`src/xrg_pkg.sv`:
```
`timescale 1ns / 1ps
`default_nettype none

package xrg_pkg;

    localparam int unsigned WORD_W   = 32;
    localparam int unsigned ACTION_W = 2;
    localparam int unsigned PADDR_W  = 3;

    localparam logic [ACTION_W-1:0] ACT_MIX    = 2'd0;
    localparam logic [ACTION_W-1:0] ACT_DRAW   = 2'd1;
    localparam logic [ACTION_W-1:0] ACT_AROUND = 2'd2;

    localparam logic [WORD_W-1:0] MIX_MULT    = 32'h0100_0193;
    localparam logic [WORD_W-1:0] AROUND_MASK = 32'h0fff_ffff;

    localparam int unsigned XS_SHIFT_A = 13;
    localparam int unsigned XS_SHIFT_B = 17;
    localparam int unsigned XS_SHIFT_C = 5;

    // register index taken from the word address
    localparam logic REG_AUTO_SEED = 1'b0;

    typedef logic [WORD_W-1:0] word_t;

    function automatic word_t mix_step(input word_t st, input word_t ent);
        word_t prod;
        prod = st * MIX_MULT;
        return prod ^ ent;
    endfunction

    function automatic word_t xorshift_step(input word_t st);
        word_t x;
        x = st;
        x = x ^ (x << XS_SHIFT_A);
        x = x ^ (x >> XS_SHIFT_B);
        x = x ^ (x << XS_SHIFT_C);
        return x;
    endfunction

    // largest 2^n-1 not above the centre, capped at AROUND_MASK
    function automatic word_t around_mask(input word_t centre);
        word_t m;
        if (centre >= AROUND_MASK) begin
            return AROUND_MASK;
        end
        m = centre + 32'd1;
        m = m | (m >> 1);
        m = m | (m >> 2);
        m = m | (m >> 4);
        m = m | (m >> 8);
        m = m | (m >> 16);
        return m >> 1;
    endfunction

endpackage

`default_nettype wire

```
`src/xorshift_random_generator_top.sv`:
```
`timescale 1ns / 1ps
`default_nettype none

// xorshift32 random word source with one transaction per cycle. An input transaction
// carries action (mix, draw, draw around value) and value; it is taken into an input
// register, and from there the state update (constant multiply-xor or the
// 13/17/5 shift-xor network) and the result are computed in one pass and the result is
// written to the output register. A new transaction is accepted every cycle while
// the output register is free or drained, and mix or unused actions produce no output
// transaction. A draw that finds the state zero loads auto_seed_value (APB address 0)
// first. auto_seed_value is to be written by the user only while the block is idle;
// the block itself does not enforce this.

module xorshift_random_generator_top
    import xrg_pkg::*;
(
    input  wire logic                clk,
    input  wire logic                rst_n,
    input  wire logic                psel,
    input  wire logic                penable,
    input  wire logic                pwrite,
    input  wire logic [PADDR_W-1:0]  paddr,
    input  wire logic [WORD_W-1:0]   pwdata,
    output logic      [WORD_W-1:0]   prdata,
    output logic                     pready,
    input  wire logic                in_valid,
    output logic                     in_stall,
    input  wire logic [ACTION_W-1:0] action,
    input  wire logic [WORD_W-1:0]   value,
    output logic                     out_valid,
    input  wire logic                out_stall,
    output logic      [WORD_W-1:0]   result
);

    word_t auto_seed;

    xrg_cfg u_cfg (
        .clk       (clk),
        .rst_n     (rst_n),
        .psel      (psel),
        .penable   (penable),
        .pwrite    (pwrite),
        .paddr     (paddr),
        .pwdata    (pwdata),
        .prdata    (prdata),
        .pready    (pready),
        .auto_seed (auto_seed)
    );

    xrg_core u_core (
        .clk       (clk),
        .rst_n     (rst_n),
        .auto_seed (auto_seed),
        .in_valid  (in_valid),
        .in_stall  (in_stall),
        .action    (action),
        .value     (value),
        .out_valid (out_valid),
        .out_stall (out_stall),
        .result    (result)
    );

endmodule

`default_nettype wire

```
`src/xrg_cfg.sv`:
```
`timescale 1ns / 1ps
`default_nettype none

module xrg_cfg
    import xrg_pkg::*;
(
    input  wire logic               clk,
    input  wire logic               rst_n,
    input  wire logic               psel,
    input  wire logic               penable,
    input  wire logic               pwrite,
    input  wire logic [PADDR_W-1:0] paddr,
    input  wire logic [WORD_W-1:0]  pwdata,
    output logic      [WORD_W-1:0]  prdata,
    output logic                    pready,
    output word_t                   auto_seed
);

    word_t auto_seed_reg;
    word_t auto_seed_next;
    logic  wr_en;

    assign pready = 1'b1;
    assign wr_en  = psel && penable && pwrite && pready && (paddr[2] == REG_AUTO_SEED);

    always_comb
    begin
        auto_seed_next = auto_seed_reg;
        if (wr_en)
        begin
            auto_seed_next = pwdata;
        end
    end

    always_ff @(posedge clk or negedge rst_n)
    begin
        if (!rst_n)
        begin
            auto_seed_reg <= '0;
        end
        else
        begin
            auto_seed_reg <= auto_seed_next;
        end
    end

    always_comb
    begin
        case (paddr[2])
            REG_AUTO_SEED: prdata = auto_seed_reg;
            default:       prdata = '0;
        endcase
    end

    assign auto_seed = auto_seed_reg;

endmodule

`default_nettype wire

```
`src/xrg_core.sv`:
```
`timescale 1ns / 1ps
`default_nettype none

module xrg_core
    import xrg_pkg::*;
(
    input  wire logic                clk,
    input  wire logic                rst_n,
    input  wire word_t               auto_seed,
    input  wire logic                in_valid,
    output logic                     in_stall,
    input  wire logic [ACTION_W-1:0] action,
    input  wire logic [WORD_W-1:0]   value,
    output logic                     out_valid,
    input  wire logic                out_stall,
    output logic      [WORD_W-1:0]   result
);

    logic                s1_valid_reg;
    logic                s1_valid_next;
    logic [ACTION_W-1:0] s1_action_reg;
    word_t               s1_value_reg;
    word_t               s1_mask_reg;

    word_t               state_reg;
    word_t               state_next;

    logic                out_valid_reg;
    logic                out_valid_next;
    word_t               result_reg;
    word_t               result_next;

    logic                in_accept;
    logic                out_free;
    logic                s1_has_result;
    logic                s1_fire;
    word_t               seeded;
    word_t               drawn;

    assign out_free      = !out_valid_reg || !out_stall;
    assign s1_has_result = (s1_action_reg == ACT_DRAW) || (s1_action_reg == ACT_AROUND);
    assign s1_fire       = s1_valid_reg && (!s1_has_result || out_free);
    assign in_stall      = s1_valid_reg && !s1_fire;
    assign in_accept     = in_valid && !in_stall;

    assign seeded = (state_reg == '0) ? auto_seed : state_reg;
    assign drawn  = xorshift_step(seeded);

    always_comb
    begin
        state_next  = state_reg;
        result_next = drawn;
        case (s1_action_reg)
            ACT_MIX:
            begin
                state_next = mix_step(state_reg, s1_value_reg);
            end
            ACT_DRAW:
            begin
                state_next = drawn;
            end
            ACT_AROUND:
            begin
                state_next  = drawn;
                result_next = (s1_value_reg - (s1_mask_reg >> 1)) + (drawn & s1_mask_reg);
            end
            default:
            begin
                state_next = state_reg;
            end
        endcase
    end

    always_comb
    begin
        s1_valid_next = s1_valid_reg;
        if (in_accept)
        begin
            s1_valid_next = 1'b1;
        end
        else if (s1_fire)
        begin
            s1_valid_next = 1'b0;
        end
    end

    always_comb
    begin
        out_valid_next = out_valid_reg;
        if (s1_fire && s1_has_result)
        begin
            out_valid_next = 1'b1;
        end
        else if (out_free)
        begin
            out_valid_next = 1'b0;
        end
    end

    always_ff @(posedge clk or negedge rst_n)
    begin
        if (!rst_n)
        begin
            s1_valid_reg  <= 1'b0;
            out_valid_reg <= 1'b0;
            state_reg     <= '0;
        end
        else
        begin
            s1_valid_reg  <= s1_valid_next;
            out_valid_reg <= out_valid_next;
            if (s1_fire)
            begin
                state_reg <= state_next;
            end
        end
    end

    always_ff @(posedge clk)
    begin
        if (in_accept)
        begin
            s1_action_reg <= action;
            s1_value_reg  <= value;
            s1_mask_reg   <= around_mask(value);
        end
        if (s1_fire && s1_has_result)
        begin
            result_reg <= result_next;
        end
    end

    assign out_valid = out_valid_reg;
    assign result    = result_reg;

    // stall only while a transaction is held in the input register
    a_stall_held: assert property (@(posedge clk) disable iff (!rst_n)
        in_stall |-> s1_valid_reg)
        else $error("input stalled with empty input register");

    a_draw_gives_result: assert property (@(posedge clk) disable iff (!rst_n)
        (s1_fire && s1_has_result) |=> out_valid_reg)
        else $error("draw left no result");

    a_seeded_nonzero: assert property (@(posedge clk) disable iff (!rst_n)
        (s1_fire && s1_has_result && (seeded != '0)) |=> (state_reg != '0))
        else $error("seeded draw left a zero state");

    a_mask_shape: assert property (@(posedge clk) disable iff (!rst_n)
        s1_valid_reg |-> ((s1_mask_reg & 32'(s1_mask_reg + 32'd1)) == '0))
        else $error("mask not of the form 2^n-1");

    a_mask_bound: assert property (@(posedge clk) disable iff (!rst_n)
        s1_valid_reg |-> ((s1_mask_reg <= s1_value_reg) && (s1_mask_reg <= AROUND_MASK)))
        else $error("mask above centre or cap");

endmodule

`default_nettype wire

```
`config.mk`:
```
export PLATFORM = sky130hd
export DESIGN_NAME = xorshift_random_generator_top
export DESIGN_NICKNAME = d
export VERILOG_FILES = /design/src/xrg_pkg.sv /design/src/xorshift_random_generator_top.sv /design/src/xrg_cfg.sv /design/src/xrg_core.sv
export SDC_FILE = /design/constraint.sdc
export NUM_CORES = 1
export LEC_CHECK = 0
export ABC_CLOCK_PERIOD_IN_PS = 6100
export BUFFER_PORTS_ARGS = -buffer_cell sky130_fd_sc_hd__buf_2
export CORE_ASPECT_RATIO = 1.2
export CORE_MARGIN = 2
export CORE_UTILIZATION = 25
export CTS_CLUSTER_SIZE = 20
export DETAILED_ROUTE_END_ITERATION = 10
export PLACE_DENSITY_LB_ADDON = 0.12
export SLEW_MARGIN = 20
export SYNTH_ARGS = -nofsm -noshare
export SYNTH_HDL_FRONTEND = slang
export SYNTH_SLANG_ARGS = --single-unit
```
`constraint.sdc`:
```
create_clock -name clk -period 6.1 [get_ports clk]
set_input_delay 1.22 -clock clk [delete_from_list [all_inputs] [get_ports clk]]
set_output_delay 1.22 -clock clk [all_outputs]
set_load 0.05 [all_outputs]
```
==> run_results.csv <==
group,metric,value,unit
run_status,status,"complete, no violations",
floorplanning,initial_utilization,25.10,%
yosys,ys_warn_count,0,
sta,max_slew.worst_pin.slew,1.019,ns
worst_hold_path,hp-class,"reg2reg",
routing,drcViolationCount,0,
clocking,numCtsBuffers,17,
finish,final_nets,2459,
finish,final_cell_mix,"inv_1, ha_1, buf_4",
floorplanning,fp.dieW,240.3,um
finish,syn_to_final_growth,24.65,%
global_routing,grt.overflow.total,0,
clocking,cts_num_sinks,163,
clocking,cts_root_buf,"clkbuf_16",
clocking,clkSlewWorstSetupHoldPaths,0.08,ns
critical_path,path_common_cell,"buf_4",
yosys,yosysUniqueCellTypes,72,
sta,final_hold_viol_count,0,
global_routing,grt_pass1_wl,86520,um
yosys,synth_area_leaders,"ha_1, edfxtp_1, fa_1",
yosys,synth_area_leader_cell,"ha_1",
sta,clock.fmax,170.2,MHz
global_routing,grt_max_degree,67,
yosys,synth_top_area_share,17.47,%
sta,min_period,5.875,ns
flow_run,max_cap_violations,0,
sta,slew-limit-headroom,32.09,%
critical_path,worst_path_largest_cell_delay,0.49,ns
yosys,synth_seq_cells,163,
global_routing,grtUsageTotal,16.92,%
finish,fin_area,20890,um^2
routing,drt-total-wl,56540,um
critical_path,critPathArrivalTime,6.20,ns
floorplanning,core,66750,um^2
yosys,syn_area,16760,um^2
yosys,synth_area_per_cell,9.726,um^2
routing,drt_iter0_markers,585,
routing,vias,12940,
sta,fin_skew,0.01236,ns
critical_path,start_kind,"flop",
critical_path,cp_slowest_cell,"fa_1",
routing,postRouteAntennaNets,0,
floorplanning,ios,143,
critical_path,worstPathRequired,6.43,ns
sta,setup_violations,0,
yosys,synthArstFlopShare,40.49,%
sta,final.period_utilization,96.32,%
finish,fin_util,31.29,%
yosys,yosysSeqAreaShare,27.24,%
critical_path,cp-end-kind,"flop",
critical_path,crit_path_max_fanout,9,
finish,diodes,0,
placement,gp_congestion,0.8454,
floorplanning,rows,104,
floorplanning,die-height,287.6,um
finish,final_common_cell,"inv_1",
sta,holdWs,0.5562,ns
routing,drtPass1Iterations,6,
clocking,cts_tree,"built",
sta,slew_violations,0,
clocking,cts.path.max_buffers,2,
clocking,clock_latency,0.46,ns
finish,drive_above_1_share,23.23,%
placement,portBuffers,139,
yosys,synthFlopType,"edfxtp_1",
routing,drt-vias-per-instance,4.372,
routing,wl_per_cell,19.11,um
placement,placed_area,19960,um^2
floorplanning,die_area,69120,um^2
yosys,synth_edf_count,97,
yosys,syn_inst,1723,
sta,tns,0,ns
critical_path,critical_path_class,"reg2reg",
placement,dpl.hpwl,47330,um
clocking,htreeDepth,4,
global_routing,antenna_found_initial,2,
global_routing,grt_pass1_vias,13790,
cell families after synthesis:
family          count (synthesis)  synth area share [%]
fa+ha+maj                     338                 29.90
flops                         163                 27.24
mux                            60                 3.868
other cells                     2               0.04482
compound gates                276                 10.17
xor+xnor                      200                 10.45
simple gates                  365                 11.07
buf+inv                       319                 7.265
synth_stat cells, types with 12 or more instances:
cell type and n:
mux2_2 38, ha_1 234, edfxtp_1 97, a21o_1 32, nand2_1 115, fa_1 104
clkbuf_1 26, xor2_1 58, xnor2_1 142, nor2_1 79, a21oi_1 79, nand2b_1 13
and3_1 12, nor2b_1 40, o21ai_0 79, nand3_1 30, inv_1 278, o211ai_1 12
dfrtp_1 66, nor3_1 21, mux2i_1 22
stage by stage:
stage | setup slack [ns] | cells
floorplan | 0.3120 | 1725
global placement | -0.4906 | 2925
detailed placement | -0.4569 | 2925
CTS | 0.0002975 | 2957
global route | -0.005718 | 2959
finish | 0.2246 | 2959
critical path, delay by kind of cell, from the launching register on:
kind | cells | cell delay (ns)
XOR/XNOR | 2 | 0.68
adder cells (fa/ha/maj) | 3 | 0.95
buffers and inverters | 6 | 0.85
flip-flops | 1 | 0.45
AO/OA/AOI/OAI | 8 | 1.48
AND/OR/NAND/NOR | 8 | 1.33
path summary, 6_finish.rpt:
kind / from / to / slack, ns / cells after the start
max in group asynchronous: rst_n / u_core.state_reg[5] / 4.35 / 2
min in group asynchronous: rst_n / u_cfg.auto_seed[28] / 0.96 / 2
worst max register to register: u_core.state_reg[3] / u_core.result[24] / 0.22 / 27
worst max-delay path: u_core.state_reg[3] / u_core.result[24] / 0.22 / 27
worst min register to register: u_cfg.auto_seed[30] / u_cfg.auto_seed[30] / 0.56 / 1
worst min-delay path: u_cfg.auto_seed[30] / u_cfg.auto_seed[30] / 0.56 / 1
final cells by class:
cell class | count | area, um^2
Clock inverter | 15 | 187.7
Multi-Input combinational cell | 1243 | 11300
Inverter | 279 | 1047
Tap cell | 901 | 1127
Clock buffer | 17 | 425.4
Timing Repair Buffer | 341 | 2228
Fill cell | 7088 | 45870
Sequential cell | 163 | 4567
timing repair:
item | 4_1_cts | 5_1_grt
hold buffers | 0 | 0
hold endpoints to repair | 0 | 0
resized for setup | 16 | 41
gates cloned | 0 | 0
setup buffers | 0 | 2
setup endpoints to repair | 12 | 19
pin swaps | 1 | 8
per-layer routing:
metal	track usage [%]	wire, um	vias to the layer above
met5	0	0	-
met4	3.758	869	0
met3	1.179	948	34
met2	30.50	28850	143
met1	22.01	25870	6337
li1	-	-	6422
Power is not shown: default switching activity piles up to over one toggle a cycle in this logic, so the estimate is an artifact.
